$ cat config.mk
export PLATFORM = sky130hd
export DESIGN_NAME = led_blink_breathe_mode_sequencer_unit
export DESIGN_NICKNAME = d
export VERILOG_FILES = /design/src/rtl/core/lbb_pkg.sv /design/src/rtl/core/lbb_cfg_regs.sv /design/src/rtl/core/lbb_core.sv /design/src/rtl/core/led_blink_breathe_mode_sequencer_unit.sv
export VERILOG_INCLUDE_DIRS = /design/src /design/src/rtl/core
export SDC_FILE = /design/constraint.sdc
export NUM_CORES = 1
export LEC_CHECK = 0
export BUFFER_PORTS_ARGS = -buffer_cell sky130_fd_sc_hd__clkbuf_2
export CORE_ASPECT_RATIO = 1.2
export CORE_UTILIZATION = 45
export DETAILED_ROUTE_END_ITERATION = 7
export PLACE_DENSITY = 0.7
export SYNTH_ARGS = -nofsm -noshare
export SYNTH_HDL_FRONTEND = slang
export SYNTH_SLANG_ARGS = --single-unit
$ cat constraint.sdc
create_clock -name clk -period 6.7 [get_ports clk]
set_input_delay 1.34 -clock clk [delete_from_list [all_inputs] [get_ports clk]]
set_output_delay 1.34 -clock clk [all_outputs]
set_load 0.03 [all_outputs]
$ cat src/rtl/core/assert_macros.svh
// Assertion macros shared by the sequencer RTL.
// Every macro samples on the rising edge of clk and is disabled while rst_n is low.
`ifndef ASSERT_MACROS_SVH
`define ASSERT_MACROS_SVH

// Checks a property on every rising clock edge outside of reset.
`define ASSERT_CLK(label, prop, msg) \
    label: assert property (@(posedge clk) disable iff (!rst_n) (prop)) else $error(msg);

// Checks an implication whose consequent must hold in the cycle after the antecedent.
`define ASSERT_NEXT(label, ante, cons, msg) \
    label: assert property (@(posedge clk) disable iff (!rst_n) (ante) |=> (cons)) \
        else $error(msg);

`endif

$ cat src/rtl/core/lbb_pkg.sv
// Package for the LED blink and breathe mode sequencer.
// Holds register indexes, reset values and the structs shared by the modules.
`timescale 1ns / 1ps

package lbb_pkg;

    localparam int CFG_IDX_W  = 3;
    localparam int CFG_DATA_W = 16;

    // Register indexes of the configuration port.
    localparam logic [CFG_IDX_W-1:0] REG_MODE_PERIOD  = 3'd0;
    localparam logic [CFG_IDX_W-1:0] REG_BLINK_HALF   = 3'd1;
    localparam logic [CFG_IDX_W-1:0] REG_STEP_INTERVAL = 3'd2;
    localparam logic [CFG_IDX_W-1:0] REG_STEP_SIZE    = 3'd3;
    localparam logic [CFG_IDX_W-1:0] REG_DUTY_MAX     = 3'd4;

    // Reset values of the configuration registers.
    localparam logic [15:0] RST_MODE_PERIOD   = 16'd5000;
    localparam logic [15:0] RST_BLINK_HALF    = 16'd1000;
    localparam logic [7:0]  RST_STEP_INTERVAL = 8'd10;
    localparam logic [15:0] RST_STEP_SIZE     = 16'd480;
    localparam logic [15:0] RST_DUTY_MAX      = 16'd48000;

    typedef struct packed {
        logic [15:0] mode_period;
        logic [15:0] blink_half_period;
        logic [7:0]  step_interval;
        logic [15:0] step_size;
        logic [15:0] duty_max;
    } cfg_t;

    typedef struct packed {
        logic        mode;
        logic        led_level;
        logic [15:0] duty;
    } result_t;

endpackage

$ cat src/rtl/core/lbb_cfg_regs.sv
// Configuration register file of the LED blink and breathe sequencer.
// Depends on lbb_pkg for register indexes, reset values and cfg_t.
`timescale 1ns / 1ps

module lbb_cfg_regs (
    input  logic                         clk,
    input  logic                         rst_n,
    input  logic                         cfg_wr_en,
    input  logic [lbb_pkg::CFG_IDX_W-1:0]  cfg_index,
    input  logic [lbb_pkg::CFG_DATA_W-1:0] cfg_data,
    output lbb_pkg::cfg_t                cfg
);
    import lbb_pkg::*;

    cfg_t cfg_reg;

    always_ff @(posedge clk or negedge rst_n)
    begin
        if (!rst_n)
        begin
            cfg_reg.mode_period       <= RST_MODE_PERIOD;
            cfg_reg.blink_half_period <= RST_BLINK_HALF;
            cfg_reg.step_interval     <= RST_STEP_INTERVAL;
            cfg_reg.step_size         <= RST_STEP_SIZE;
            cfg_reg.duty_max          <= RST_DUTY_MAX;
        end
        else if (cfg_wr_en)
        begin
            case (cfg_index)
                REG_MODE_PERIOD:   cfg_reg.mode_period       <= cfg_data;
                REG_BLINK_HALF:    cfg_reg.blink_half_period <= cfg_data;
                REG_STEP_INTERVAL: cfg_reg.step_interval     <= cfg_data[7:0];
                REG_STEP_SIZE:     cfg_reg.step_size         <= cfg_data;
                REG_DUTY_MAX:      cfg_reg.duty_max          <= cfg_data;
                default:           ;
            endcase
        end
    end

    assign cfg = cfg_reg;

endmodule

$ cat src/rtl/core/lbb_core.sv
// Sequencer state and its one-tick update logic.
// Depends on lbb_pkg (cfg_t, result_t) and assert_macros.svh.
`timescale 1ns / 1ps
`include "assert_macros.svh"

module lbb_core (
    input  logic             clk,
    input  logic             rst_n,
    input  logic             adv,
    input  logic             tick,
    input  lbb_pkg::cfg_t    cfg,
    output lbb_pkg::result_t res_next
);
    import lbb_pkg::*;

    logic        mode_reg,        mode_next;
    logic [15:0] mode_count_reg,  mode_count_next;
    logic [15:0] blink_count_reg, blink_count_next;
    logic        level_reg,       level_next;
    logic [7:0]  step_count_reg,  step_count_next;
    logic [15:0] duty_reg,        duty_next;
    logic        ramp_down_reg,   ramp_down_next;

    logic        switched;
    logic [16:0] mode_inc;
    logic [16:0] blink_inc;
    logic [8:0]  step_inc;
    logic [15:0] duty_base;
    logic        down_base;
    logic [16:0] ramp_val;

    always_comb
    begin
        mode_next        = mode_reg;
        mode_count_next  = mode_count_reg;
        blink_count_next = blink_count_reg;
        level_next       = level_reg;
        step_count_next  = step_count_reg;
        duty_next        = duty_reg;
        ramp_down_next   = ramp_down_reg;
        switched         = 1'b0;
        duty_base        = duty_reg;
        down_base        = ramp_down_reg;
        ramp_val         = 17'd0;

        mode_inc  = {1'b0, mode_count_reg} + 17'd1;
        blink_inc = {1'b0, blink_count_reg} + 17'd1;
        step_inc  = {1'b0, step_count_reg} + 9'd1;

        if (tick)
        begin
            // Mode counter first; a flip reinitializes the mode being entered.
            if (mode_inc >= {1'b0, cfg.mode_period})
            begin
                mode_count_next = 16'd0;
                switched        = 1'b1;
                mode_next       = ~mode_reg;
                if (mode_reg)
                begin
                    level_next       = 1'b1;
                    blink_count_next = 16'd0;
                end
                else
                begin
                    duty_base = 16'd0;
                    down_base = 1'b0;
                end
            end
            else
            begin
                mode_count_next = mode_inc[15:0];
            end
            duty_next      = duty_base;
            ramp_down_next = down_base;

            if (mode_next)
            begin
                // The step counter keeps running across mode changes.
                if (step_inc >= {1'b0, cfg.step_interval})
                begin
                    step_count_next = 8'd0;
                    if (down_base)
                        ramp_val = (duty_base > cfg.step_size) ?
                                   {1'b0, duty_base - cfg.step_size} : 17'd0;
                    else
                        ramp_val = {1'b0, duty_base} + {1'b0, cfg.step_size};
                    if (ramp_val >= {1'b0, cfg.duty_max})
                    begin
                        duty_next      = cfg.duty_max;
                        ramp_down_next = 1'b1;
                    end
                    else
                    begin
                        duty_next = ramp_val[15:0];
                        if (ramp_val == 17'd0)
                            ramp_down_next = 1'b0;
                    end
                end
                else
                begin
                    step_count_next = step_inc[7:0];
                end
            end
            else if (!switched)
            begin
                if (blink_inc >= {1'b0, cfg.blink_half_period})
                begin
                    blink_count_next = 16'd0;
                    level_next       = ~level_reg;
                end
                else
                begin
                    blink_count_next = blink_inc[15:0];
                end
            end
        end
    end

    always_ff @(posedge clk or negedge rst_n)
    begin
        if (!rst_n)
        begin
            mode_reg        <= 1'b0;
            mode_count_reg  <= 16'd0;
            blink_count_reg <= 16'd0;
            level_reg       <= 1'b1;
            step_count_reg  <= 8'd0;
            duty_reg        <= 16'd0;
            ramp_down_reg   <= 1'b0;
        end
        else if (adv)
        begin
            mode_reg        <= mode_next;
            mode_count_reg  <= mode_count_next;
            blink_count_reg <= blink_count_next;
            level_reg       <= level_next;
            step_count_reg  <= step_count_next;
            duty_reg        <= duty_next;
            ramp_down_reg   <= ramp_down_next;
        end
    end

    assign res_next.mode      = mode_next;
    assign res_next.led_level = level_next;
    assign res_next.duty      = duty_next;

    `ASSERT_NEXT(a_mode_count_bound, adv && tick && (cfg.mode_period != 16'd0),
        mode_count_reg < $past(cfg.mode_period), "mode counter passed its period")
    `ASSERT_NEXT(a_blink_entry, adv && tick && mode_reg && switched,
        !mode_reg && level_reg && (blink_count_reg == 16'd0), "blink entry not initialized")
    `ASSERT_NEXT(a_idle_hold, adv && !tick,
        $stable(mode_reg) && $stable(duty_reg) && $stable(level_reg), "state moved without tick")

endmodule

$ cat src/rtl/core/led_blink_breathe_mode_sequencer_unit.sv
// LED blink / breathe mode sequencer, top level.
// Each accepted tick passes the input register, then the result register.
// Throughput: one transaction per clock cycle while the output is not stalled.
// Reset (rst_n, asynchronous, active low): blink mode, LED on, counters and duty zero,
// configuration registers at their defaults; no clearing pass is needed.
`timescale 1ns / 1ps
`include "assert_macros.svh"

// The datapath is two registers deep. The input register captures each accepted tick
// transaction. Once the result register is ready, the core applies that tick to the
// sequencer state and the state after the update is captured, at the same edge, into
// the result register. The input stage moves forward whenever the result register is
// empty or is being drained, so a new transaction can enter while a finished result
// waits downstream. Configuration registers are read directly by the core; the user
// must change them only while the pipeline holds no transaction; this is not enforced.
module led_blink_breathe_mode_sequencer_unit (
    input  logic                           clk,
    input  logic                           rst_n,
    // Input channel.
    input  logic                           in_valid,
    output logic                           in_stall,
    input  logic                           tick,
    // Output channel.
    output logic                           out_valid,
    input  logic                           out_stall,
    output logic                           mode,
    output logic                           led_level,
    output logic [15:0]                    duty,
    // Configuration write port.
    input  logic                           cfg_wr_en,
    input  logic [lbb_pkg::CFG_IDX_W-1:0]  cfg_index,
    input  logic [lbb_pkg::CFG_DATA_W-1:0] cfg_data
);
    import lbb_pkg::*;

    cfg_t    cfg;
    result_t res_next;
    result_t res_reg;

    logic s1_valid_reg;
    logic s1_tick_reg;
    logic out_valid_reg;
    logic s2_ready;
    logic s2_load;
    logic in_accept;

    lbb_cfg_regs u_cfg (
        .clk       (clk),
        .rst_n     (rst_n),
        .cfg_wr_en (cfg_wr_en),
        .cfg_index (cfg_index),
        .cfg_data  (cfg_data),
        .cfg       (cfg)
    );

    lbb_core u_core (
        .clk      (clk),
        .rst_n    (rst_n),
        .adv      (s2_load),
        .tick     (s1_tick_reg),
        .cfg      (cfg),
        .res_next (res_next)
    );

    // The result register can take a new value when empty or when its value leaves now.
    assign s2_ready  = !out_valid_reg || !out_stall;
    assign s2_load   = s1_valid_reg && s2_ready;
    // The input register is free when empty or when its transaction moves on.
    assign in_stall  = s1_valid_reg && !s2_ready;
    assign in_accept = in_valid && !in_stall;

    always_ff @(posedge clk or negedge rst_n)
    begin
        if (!rst_n)
        begin
            s1_valid_reg  <= 1'b0;
            out_valid_reg <= 1'b0;
        end
        else
        begin
            if (in_accept)
                s1_valid_reg <= 1'b1;
            else if (s2_load)
                s1_valid_reg <= 1'b0;

            if (s2_load)
                out_valid_reg <= 1'b1;
            else if (!out_stall)
                out_valid_reg <= 1'b0;
        end
    end

    // Payload registers carry no reset.
    always_ff @(posedge clk)
    begin
        if (in_accept)
            s1_tick_reg <= tick;
        if (s2_load)
            res_reg <= res_next;
    end

    assign out_valid = out_valid_reg;
    assign mode      = res_reg.mode;
    assign led_level = res_reg.led_level;
    assign duty      = res_reg.duty;

    `ASSERT_NEXT(a_accept_fills_s1, in_accept, s1_valid_reg,
        "accepted transaction not held in input register")
    `ASSERT_NEXT(a_load_fills_s2, s2_load, out_valid_reg,
        "updated state not presented as a result")
    `ASSERT_CLK(a_no_overwrite, !(s2_load && out_valid_reg && out_stall),
        "result register overwritten while stalled")

endmodule
; ---- Word-level counts from Yosys, hierarchy flattened
; Cells that the tools add are included.
[totals]
reg_bits = 152
input_bits = 25
out_inout_bits = 20
wordCells = 94
[op_classes]
n_addsub = 5
magnitude_cmp = 5
n_eq_ne = 5
n_mux = 41
bitwise_logic = 2
n_reduce_logical = 18
[op_table]
columns = cell, count
row1 = $mux 16, 14
row2 = $mux 17, 4
row3 = $ge 17x16->1, 3
row4 = $add 16x1->17 const B, 2
row5 = $mux 1, 22
row6 = $add 16x16->17, 1
row7 = $logic_not 17->1, 1
row8 = $gt 16x16->1, 1
row9 = $sub 16x16->16, 1
row10 = $reduce_and 2->1, 6
row11 = $add 8x1->9 const B, 1
row12 = $ge 9x8->1, 1
row13 = $mux 8, 1
row14 = $eq 3x2->1 const B, 2
row15 = $logic_not 1->1, 4
row16 = $eq 3x1->1 const B, 1
row17 = $eq 3x3->1 const B, 1
row18 = $logic_and 1x1->1, 3
row19 = $logic_not 3->1, 1
row20 = $reduce_and 3->1, 1
row21 = $ne 2x1->1 const B, 1
row22 = $not 1->1, 2
row23 = $reduce_bool 2->1, 1
row24 = $logic_or 1x1->1, 1

; ---- Logic depth before layout (Yosys ltp)
; Gate-level depths: netlist (run 1).
[depth]
word_depth = 15
ltp_mapped = 35
mapped_depth_nobuf = 33

; ---- Hierarchy
; From an unflattened synthesis (run 1), not the netlist that was laid out.
[hier_totals]
cells_unflattened = 1049
hier_area_um2 = 10084.7
[modules_own_cells]
columns = module, instances, cells_per_inst, area_per_inst_um2, seq_area_each_um2
row1 = lbb_core, 1, 866, 6656.4, 1477.7
row2 = lbb_cfg_regs, 1, 156, 2765.2, 1831.8
row3 = led_blink_breathe_mode_sequencer_unit, 1, 27, 663.1, 620.6

; ---- Worst setup path before layout (run 1)
; Ideal clock, no wire load.
[synth_path]
path_kind = reg-to-reg
startpoint = reg u_core.mode_count_reg[0]
endpoint = reg res_reg (netlist bit duty[5]), data pin
setup_ns = 0.257
arrival_time_ns = 6.843
t_required_ns = 6.443
path_slack_ns = -0.400
path_stages_with_launch = 32
path_buffers = 2
synth_period_minus_slack_ns = 7.100
cell_sequence = dfrtp_1 > ha_1 > nand3_2 > nor2_1 > and3_1 > xor2_1 > ha_1 > a21oi_1 > o21ai_0 > a221oi_1 > o221ai_2 > buf_4 > nor2b_1 > inv_1 > ha_1 > fa_1 > nand2b_1 > a21oi_1 > or4b_4 > a21oi_4 > o21a_4 > or2_1 > clkbuf_1 > o311ai_1 > ha_1 > a2111oi_0 > o21ai_0 > and3_1 > o221ai_1 > o211ai_4 > mux2_1 > a32o_1
[synth_rtl]
columns = item, line_no
row1 = from (decl), lbb_core.sv:17  ; logic [15:0] mode_count_reg, mode_count_next;
row2 = from (signal assigned), lbb_core.sv:134  ; mode_count_reg <= mode_count_next;
row3 = to (signal assigned), led_blink_breathe_mode_sequencer_unit.sv:99  ; res_reg <= res_next;
row4 = to (decl), led_blink_breathe_mode_sequencer_unit.sv:38  ; result_t res_reg;

==> key figures, run 1 <==
Place
  – Place WS: -0.237 ns
  – HPWL after detailed placement: 20.2 mm
  – Global placement routability congestion: 0.983
  – DP Cell Count: 1508
  – Port bufs: 44

Setup path
  – Slowest stage delay, CP: 0.52 ns
  – Crit path capture type: flip-flop
  – CP startpoint: u_core.mode_count_reg[0]
  – Worst Path Max Fanout: 6
  – Arrival time worst endpoint: 7.01 ns
  – RR Startpoint: u_core.mode_count_reg[0]
  – Required @ worst endpoint: 6.90 ns
  – CP max stage cell: or4_1
  – Worst Setup Start Kind: flip-flop
  – Kind of critical path: reg2reg

Run status
  – Status: finished, violations left
  – Failing checks: negative setup slack

Yosys
  – Area share of fa/ha/maj cells after synthesis: 11.6%
  – Synthesized area per cell: 9.09 um2
  – XOR/XNOR share of the synthesized area: 3.35%
  – Register area share after synthesis: 38.5%
  – Most common cell in the netlist: nand2_1
  – Fraction of synthesized area in multiplexers: 4.59%
  – Net count after synthesis: 1240
  – Ranking of synthesized cells by area: dfrtp_1, ha_1, dfstp_2
  – Synthesis warning total: 0
  – Yosys top cell by area: dfrtp_1
  – Post-Syn Area: 10200 um2
  – Largest family of logic cells by synthesized area: compound AO/OA/AOI/OAI gates
  – Post-synthesis compound-gate area fraction: 18.2%
  – Top_reg_cell synth: dfrtp_1
  – Post-Synth Simple-Gate Area: 18.0%
  – Mapped Cells: 1122
  – Post-synth EDFFs: 19
  – Ys async rst share: 87.5%
  – Yosys cell types: 80
  – Post-synthesis register bit count: 152
  – Top cells by count, synth: nand2_1, o21ai_0, dfrtp_1, inv_1, ha_1
  – Yosys top cell area share: 26.5%

Timing
  – Max_slew headroom: 21.9%
  – Final hold vios: 0
  – Worst-Margin Slew: 1.17 ns
  – Final Critical Period: 6.82 ns
  – Final setup fails: 13
  – Fmax: 147 MHz
  – Period utilization: 102%
  – Clk_skew: 0.0124 ns
  – Final Max Slew Viols: 0
  – Final worst slack: -0.118 ns
  – RSZ-0062 raised after global routing: true

CTS
  – CTS clk-pin slew, worst paths: 0.07 ns
  – H-tree Lvls: 4
  – Root Buffer: clkbuf_16
  – Longest Clk Path Bufs: 2
  – CTS Sinks: 152
  – Num CTS Buffers: 17
  – CTS tree: yes
  – Clock Latency Late Sink: 0.44 ns

Floorplan
  – Core area: 22300 um2
  – Starting Density: 45.8%
  – Num rows: 60
  – Top Ports: 45
  – Die area: 23300 um2
  – Height of the chip: 167 um
  – Die Span X: 139 um

Power and ir drop
  – Pwr Density: 233 nW/um2
  – LEAKAGE: 5.94 nW
  – VDD IR max: 0.000203 V
  – Final Power: 2.97 mW

Final layout
  – # diodes: 0
  – Area Overhead vs Synth: 24.9%
  – Filler cells: 1859
  – Max FFs per register: 72
  – Register Area: 3930 um2
  – Share of post-route cells with drive strength above 1: 28.6%
  – Multi-input gate area: 6140 um2
  – Non-Filler Instances: 1575
  – Nets: 1401

Global route
  – GRT met1 Usage: 29.1%
  – Antenna violations before repair: 1
  – M2 GR Usage: 43.3%
  – Largest net degree at the start of global routing: 69
  – Most used routing layer: met2
  – First-pass GRT wire length: 45.0 mm
  – GR Overflow Total: 0
  – Vias in the first global route: 8854
  – GRT met3 Usage: 3.85%
  – Gr usage total: 25.0%

Detailed routing
  – Routed Wire Length: 28.5 mm
  – Via density: 5.73
  – Vias post-DR: 9022
  – Starting DRC count in detailed routing: 690
  – Final ANT Viol Nets: 0
  – First-pass DRT Iterations: 5
  – DRC viols: 0
  – WL per Instance: 18.1 um

Min path
  – Hold Path Class: reg2reg
  – Hold wc startpoint: u_cfg.cfg[64]

Run
  – Max Cap Violations: 0
## cells in the final DEF (no fill, tap or decap), types with 6 or more instances in the layout
| cell | count |
|---|---|
| mux2i_1 | 9 |
| edfxtp_1 | 19 |
| nor2b_2 | 9 |
| nor4_1 | 12 |
| nor3_1 | 9 |
| and3_1 | 8 |
| nand2b_1 | 30 |
| clkbuf_16 | 17 |
| xnor2_1 | 19 |
| dfrtp_1 | 106 |
| or4_1 | 7 |
| dfstp_2 | 25 |
| nand3_1 | 27 |
| buf_4 | 135 |
| nor2b_1 | 10 |
| a22o_1 | 17 |
| inv_1 | 92 |
| inv_6 | 7 |
| nand2_1 | 147 |
| a21o_1 | 13 |
| nor2_1 | 42 |
| clkbuf_2 | 43 |
| a31oi_1 | 6 |
| o41ai_1 | 8 |
| and2_1 | 6 |
| mux2_2 | 26 |
| o21a_1 | 10 |
| ha_1 | 84 |
| buf_6 | 9 |
| o21ai_1 | 21 |
| xor2_1 | 16 |
| a21oi_1 | 36 |
| nand4_1 | 10 |
| o21ai_0 | 107 |
| or3_1 | 10 |
## metal layers
layer	part of all wire [%]	up-vias
met1	41	4404
met2	50	220
met3	3.6	83
met4	5.4	0
met5	0	-
li1	-	4315
## final timing paths
| path | end | slack (ns) | cells past startpoint |
|---|---|---|---|
| worst min-delay path | u_cfg.cfg[64] | 0.51 | 2 |
| worst min register to register | u_cfg.cfg[64] | 0.51 | 2 |
| min in group asynchronous | u_core.blink_count_reg[0] | 0.91 | 1 |
| max in group asynchronous | u_core.duty_reg[15] | 4.47 | 2 |
| worst max-delay path | duty[8] | -0.12 | 31 |
| worst max register to register | duty[8] | -0.12 | 31 |
## final cells by class
cell class | instances | share of cell area, %
multi-input cells | 830 | 48.2
well taps | 279 | 2.74
flip-flops and latches | 152 | 30.9
inverters | 92 | 2.71
repair buffers | 190 | 10.8
clock buffers | 17 | 3.34
clock inverters | 15 | 1.44
## logic make-up (layout without fill, tap and decap cells)
family,Yosys count,count (layout)
compound gates,286,287
xor+xnor,39,39
fa+ha+maj,93,93
buf+inv,141,314
flops,152,152
mux,43,43
simple gates,368,368
## power by group
part           switching, mW  leakage, nW  internal [mW]  total [mW]
Combinational          0.441         3.80          0.347       0.788
Clock                  0.445        0.293          0.566        1.01
Sequential            0.0889         1.85           1.08        1.17
## per-stage QoR
stage	instance area, um2	hold WS (ns)	setup TNS (ns)	utilization, %
6_report	12700	0.507	-0.632	57.2
5_1_grt	12700	0.537	-8.60	57.2
4_1_cts	12400	0.507	-0.0744	55.8
3_5_place_dp	11500	0.493	-3.62	51.4
3_3_place_gp	11500	0.473	-0.813	51.4
2_1_floorplan	10300	0.464	0	-
## worst max-delay path: cells and delay by family (launching register included)
family	cells	cell delay, ns
compound gates	12	2.14
simple gates	9	1.82
fa+ha+maj	5	1.33
flops	1	0.43
buf+inv	3	0.39
mux	1	0.28
xor+xnor	1	0.19
## repair_timing
action | in CTS | in global routing
setup endpoints to repair | 31 | 33
setup buffers | 23 | 11
hold endpoints to repair | 0 | 0
gates resized for setup | 49 | 49
cloned | 2 | 0
hold buffers | 0 | 0
pin swaps | 35 | 29
(Power assumes the default switching activity.)
==> inputs of run 2 (changes only) <==
--- a/config.mk
+++ b/config.mk
@@ -8,9 +8,9 @@
 export LEC_CHECK = 0
 export BUFFER_PORTS_ARGS = -buffer_cell sky130_fd_sc_hd__clkbuf_2
 export CORE_ASPECT_RATIO = 1.2
-export CORE_UTILIZATION = 45
+export CORE_UTILIZATION = 50
 export DETAILED_ROUTE_END_ITERATION = 7
-export PLACE_DENSITY = 0.7
+export PLACE_DENSITY = 0.75
 export SYNTH_ARGS = -nofsm -noshare
 export SYNTH_HDL_FRONTEND = slang
 export SYNTH_SLANG_ARGS = --single-unit
==> constraint.sdc (replaced) <==
create_clock -name clk -period 5.6 [get_ports clk]
set_input_delay 1.12 -clock clk [delete_from_list [all_inputs] [get_ports clk]]
set_output_delay 1.12 -clock clk [all_outputs]
set_load 0.03 [all_outputs]
==> run 2 against run 1 <==
Compared with the run above:
- first-iteration DRC count rose by 12%
- the run still ends with negative setup slack left
- sequential power rose by 21%
- largest power group unchanged
- clock power is 18% higher
- clock-buffer cell count unchanged
- critical path type unchanged
- critical path depth is 1 lower
- total power rose by 24%
- fmax is 0.89% lower
- sequential share of layout area down 1.5 points
- global-route usage increased by 4.7 points
- sequential cell count unchanged
- register-to-register slack worse by 1.2 ns
==> key figures, run 2 (synthesized netlist as in run 1, its figures left out) <==
Run status
  – Status: finished, violations left
  – Failing checks: negative setup slack

Global route
  – Gr usage total: 29.7%
  – Largest net degree at the start of global routing: 105
  – Antenna violations before repair: 0
  – GR Overflow Total: 0
  – First-pass GRT wire length: 48.0 mm
  – Vias in the first global route: 9396

Power and ir drop
  – Pwr Density: 275 nW/um2
  – LEAKAGE: 6.21 nW
  – VDD IR max: 0.000269 V

Timing
  – Max_slew headroom: 24.7%
  – Period utilization: 123%
  – Final worst slack: -1.28 ns
  – RSZ-0062 raised after global routing: true
  – Fmax: 145 MHz
  – Final hold vios: 0
  – Clk_skew: 0.00964 ns
  – Final setup fails: 33
  – Worst-Margin Slew: 1.12 ns
  – Final Max Slew Viols: 0
  – Final Critical Period: 6.88 ns

Place
  – DP Cell Count: 1546
  – HPWL after detailed placement: 21.6 mm
  – Global placement routability congestion: 0.995
  – Port bufs: 44

Final layout
  – Filler cells: 1496
  – Commonest non-fill, non-tap cell in the layout: buf_4
  – Nets: 1452
  – Area Overhead vs Synth: 31.3%
  – Share of post-route cells with drive strength above 1: 32.8%
  – Multi-input gate area: 6370 um2
  – Final core occ: 67.8%
  – Max FFs per register: 72
  – # diodes: 0
  – Commonest cells after routing, fill and taps aside: buf_4, nand2_1, dfrtp_1
  – Non-Filler Instances: 1608
  – Register Area: 3930 um2

Detailed routing
  – Vias post-DR: 9434
  – First-pass DRT Iterations: 8
  – Via density: 5.87
  – DRC viols: 0
  – Routed Wire Length: 30.5 mm
  – Final ANT Viol Nets: 0
  – WL per Instance: 18.9 um
  – Starting DRC count in detailed routing: 776

Floorplan
  – Die Span X: 132 um
  – Height of the chip: 158 um
  – Starting Density: 51.6%
  – Die area: 21000 um2
  – Top Ports: 45
  – Num rows: 56
  – Core area: 19800 um2

Min path
  – Hold Path Class: reg2reg
  – Hold Path Cell Cnt: 2
  – Hold Path End: u_cfg.cfg[46]
  – Hold wc startpoint: u_cfg.cfg[46]

Setup path
  – CP max stage cell: or4b_4
  – Slowest stage delay, CP: 0.49 ns
  – FF-to-FF path depth: 30
  – Required @ worst endpoint: 5.79 ns
  – Kind of critical path: reg2reg
  – Worst Setup Start Kind: flip-flop
  – RR Startpoint: u_core.mode_count_reg[0]
  – Arrival time worst endpoint: 7.07 ns
  – Worst r2r dst: duty[10]
  – Reg2reg setup slack: -1.28 ns
  – Crit path capture type: flip-flop
  – Worst Path Max Fanout: 7

CTS
  – CTS tree: yes
  – Clock Latency Late Sink: 0.44 ns
  – H-tree Lvls: 4
  – CTS Sinks: 152
  – Longest Clk Path Bufs: 2
  – # hold bufs at CTS: 0
  – Root Buffer: clkbuf_16
  – Num CTS Buffers: 17
  – CTS clk-pin slew, worst paths: 0.07 ns

Run
  – Max Cap Violations: 0
run 2: metal layers:
metal | track usage [%] | vias up | routed length [um]
li1 | - | 4406 | -
met1 | 35.3 | 4542 | 12200
met2 | 51.2 | 370 | 14700
met4 | 16.4 | 0 | 1810
met3 | 5.06 | 116 | 1780
met5 | 0 | - | 0
run 2: per-stage QoR:
stage	setup WS, ns	area [um2]	power (mW)	hold WS [ns]	TNS [ns]
after floorplan	-0.866	10400	1.98	0.464	-23.04
after global placement	-1.15	12000	2.33	0.474	-33.81
after detailed placement	-1.28	12000	2.37	0.501	-38.01
after CTS	-1.16	13100	3.62	0.515	-33.17
after global routing	-1.52	13400	3.85	0.536	-44.61
final	-1.28	13400	3.68	0.511	-36.15
run 2: power breakdown:
| part | switching, mW | internal, mW | leakage (nW) |
|---|---|---|---|
| Combinational | 0.586 | 0.491 | 4.07 |
| Sequential | 0.113 | 1.29 | 1.85 |
| Clock | 0.520 | 0.674 | 0.295 |
| Total | 1.22 | 2.46 | 6.21 |
run 2: worst max-delay path: cells and delay by family (launching register included):
| family | cells | cell delay [ns] |
|---|---|---|
| AOI/OAI and AO/OA | 13 | 2.90 |
| and+or+nand+nor | 8 | 1.29 |
| adders and majority gates | 4 | 1.01 |
| buffers and inverters | 3 | 0.45 |
| DFF | 1 | 0.42 |
| muxes | 1 | 0.35 |
| xor gates and xnor gates | 1 | 0.18 |
run 2: timing repair:
item	4_1_cts	5_1_grt
setup buffers	19	9
pin swaps	31	21
resized for setup	61	48
setup endpoints to repair	33	33
gates cloned	2	0
endpoints found under the hold margin	0	0
run 2: how the worst max path moves through the flow:
stage	end	depth (start not counted)	start	slack, ns
6_report	duty[10]	30	u_core.mode_count_reg[0]	-1.28
5_1_grt	duty[10]	31	u_core.mode_count_reg[0]	-1.52
4_1_cts	duty[1]	32	u_core.mode_count_reg[0]	-1.16
3_5_place_dp	duty[3]	32	u_core.mode_count_reg[1]	-1.28
3_3_place_gp	duty[1]	30	u_core.mode_count_reg[1]	-1.15
2_1_floorplan	duty[5]	31	u_core.mode_count_reg[1]	-0.87
run 2: layout make-up:
type                    count  area share, %
multi-input cells         830           47.6
clock inverters            15           1.35
well taps                 261           2.44
clock buffers              17           3.18
flip-flops and latches    152           29.4
inverters                  92           2.58
repair buffers            241           13.5
==> inputs of run 3 (changes only) <==
--- a/config.mk
+++ b/config.mk
@@ -10,7 +10,7 @@
 export CORE_ASPECT_RATIO = 1.2
 export CORE_UTILIZATION = 50
 export DETAILED_ROUTE_END_ITERATION = 7
-export PLACE_DENSITY = 0.75
+export PLACE_DENSITY = 0.73
 export SYNTH_ARGS = -nofsm -noshare
 export SYNTH_HDL_FRONTEND = slang
 export SYNTH_SLANG_ARGS = --single-unit
==> constraint.sdc (replaced) <==
create_clock -name clk -period 7.8 [get_ports clk]
set_input_delay 1.56 -clock clk [delete_from_list [all_inputs] [get_ports clk]]
set_output_delay 1.56 -clock clk [all_outputs]
set_load 0.03 [all_outputs]
==> run 3 against run 2 <==
Compared with the run above:
- wire length fell by 12%
- register-to-register slack better by 1.7 ns
- total power shrank 35%
- largest cell class unchanged
- cell area decreased by 14%
- die area did not move
- global-route usage shrank 3.7 points
- highest routed layer is now met5
- critical path type unchanged
- critical path depth fell by 1
- the flow now finishes without violations
==> key figures, run 3 (synthesized netlist as in run 1, its figures left out) <==
Setup path
  – Kind of critical path: reg2reg
  – CP bufs+invs: 2
  – CP max stage cell: or4b_4
  – Worst Setup Start Kind: flip-flop
  – Required @ worst endpoint: 7.97 ns
  – Crit path capture type: flip-flop
  – Worst Path Max Fanout: 12
  – Slowest stage delay, CP: 0.53 ns
  – Arrival time worst endpoint: 7.55 ns
  – CP delay by family, top: compound AO/OA/AOI/OAI gates
  – Most used cell, CP: ha_1

Final layout
  – Nets: 1288
  – Share of post-route cells with drive strength above 1: 17.5%
  – Commonest non-fill, non-tap cell in the layout: nand2_1
  – Filler cells: 1707
  – Commonest cells after routing, fill and taps aside: nand2_1, o21ai_0, dfrtp_1
  – Area Overhead vs Synth: 12.5%
  – Max FFs per register: 72
  – # diodes: 0
  – Non-Filler Instances: 1444

CTS
  – CTS clk-pin slew, worst paths: 0.07 ns
  – H-tree Lvls: 4
  – Clock Latency Late Sink: 0.43 ns
  – CTS tree: yes
  – Root Buffer: clkbuf_16
  – Longest Clk Path Bufs: 2
  – Num CTS Buffers: 17
  – CTS Sinks: 152
  – # hold bufs at CTS: 0

Run status
  – Status: completed

Floorplan
  – Starting Density: 51.6%
  – Die area: 21000 um2
  – Num rows: 56
  – Top Ports: 45
  – Die Span X: 132 um
  – Height of the chip: 158 um
  – Core area: 19800 um2

Detailed routing
  – DRC viols: 0
  – Via density: 5.94
  – Final ANT Viol Nets: 0
  – Vias post-DR: 8571
  – Starting DRC count in detailed routing: 521
  – Routed Wire Length: 26.7 mm
  – WL per Instance: 18.5 um
  – First-pass DRT Iterations: 5

Power and ir drop
  – LEAKAGE: 5.25 nW
  – Pwr Density: 209 nW/um2
  – VDD IR max: 0.000155 V

Global route
  – Largest net degree at the start of global routing: 71
  – Vias in the first global route: 8229
  – Gr usage total: 26.0%
  – First-pass GRT wire length: 42.2 mm
  – GR Overflow Total: 0
  – Antenna violations before repair: 1

Run
  – Max Cap Violations: 0

Timing
  – Final worst slack: 0.416 ns
  – Worst-Margin Slew: 1.12 ns
  – Clk_skew: 0.0121 ns
  – Period utilization: 94.7%
  – WHS: 0.508 ns
  – Final Critical Period: 7.38 ns
  – Final Max Slew Viols: 0
  – Max_slew headroom: 24.9%
  – Fmax: 135 MHz
  – Final setup fails: 0
  – Final hold vios: 0

Place
  – DP Cell Count: 1401
  – Global placement routability congestion: 0.919
  – HPWL after detailed placement: 19.2 mm
  – Port bufs: 44
  – Place WS: 0.0960 ns

Min path
  – Hold Path Class: reg2reg
## run 3: path summary, 6_finish.rpt
path	start	to	slack (ns)	cells past startpoint
worst min-delay path	u_cfg.cfg[48]	u_cfg.cfg[48]	0.51	2
worst min register to register	u_cfg.cfg[48]	u_cfg.cfg[48]	0.51	2
worst max register to register	u_core.mode_count_reg[0]	duty[14]	0.42	29
worst max-delay path	u_core.mode_count_reg[0]	duty[14]	0.42	29
min in group asynchronous	rst_n	u_cfg.cfg[41]	1.13	1
max in group asynchronous	rst_n	u_core.blink_count_reg[10]	5.36	2
## run 3: layout make-up
cell class	instances	area, um2	share of cell area (%)
multi-input cells	830	5800	50.6
inverters	92	345	3.01
well taps	261	327	2.85
clock buffers	17	425	3.71
flip-flops and latches	152	3930	34.3
clock inverters	15	168	1.46
repair buffers	77	474	4.13
## run 3: through the flow
step	power (mW)	cell area, um2	utilization [%]	TNS (ns)
after floorplan	1.40	10200	-	0
after global placement	1.55	10700	54.1	0
after detailed placement	1.57	10700	54.1	0
after CTS	2.40	11300	57.1	0
after global routing	2.53	11500	58.1	-0.0360
final	2.40	11500	58.1	0
## run 3: routing by layer
layer,GRT usage (%),routed length [um],vias to the layer above
li1,-,-,4073
met5,0,12,-
met3,4.36,1200,86
met1,31.1,11100,4155
met2,44.2,13000,255
met4,15.8,1370,2
## run 3: report_power, final
group	internal (mW)	switching (mW)
Combinational	0.226	0.340
Clock	0.477	0.352
Sequential	0.929	0.0794
## run 3: timing repair
action	CTS	global route
resized for setup	0	21
setup endpoints to repair	0	33
setup buffers	0	10
## run 3: worst min-delay path: stages, from the launching register on
cell	delay (ns)
dfstp_2	0.36
inv_1	0.06
o21ai_0	0.08
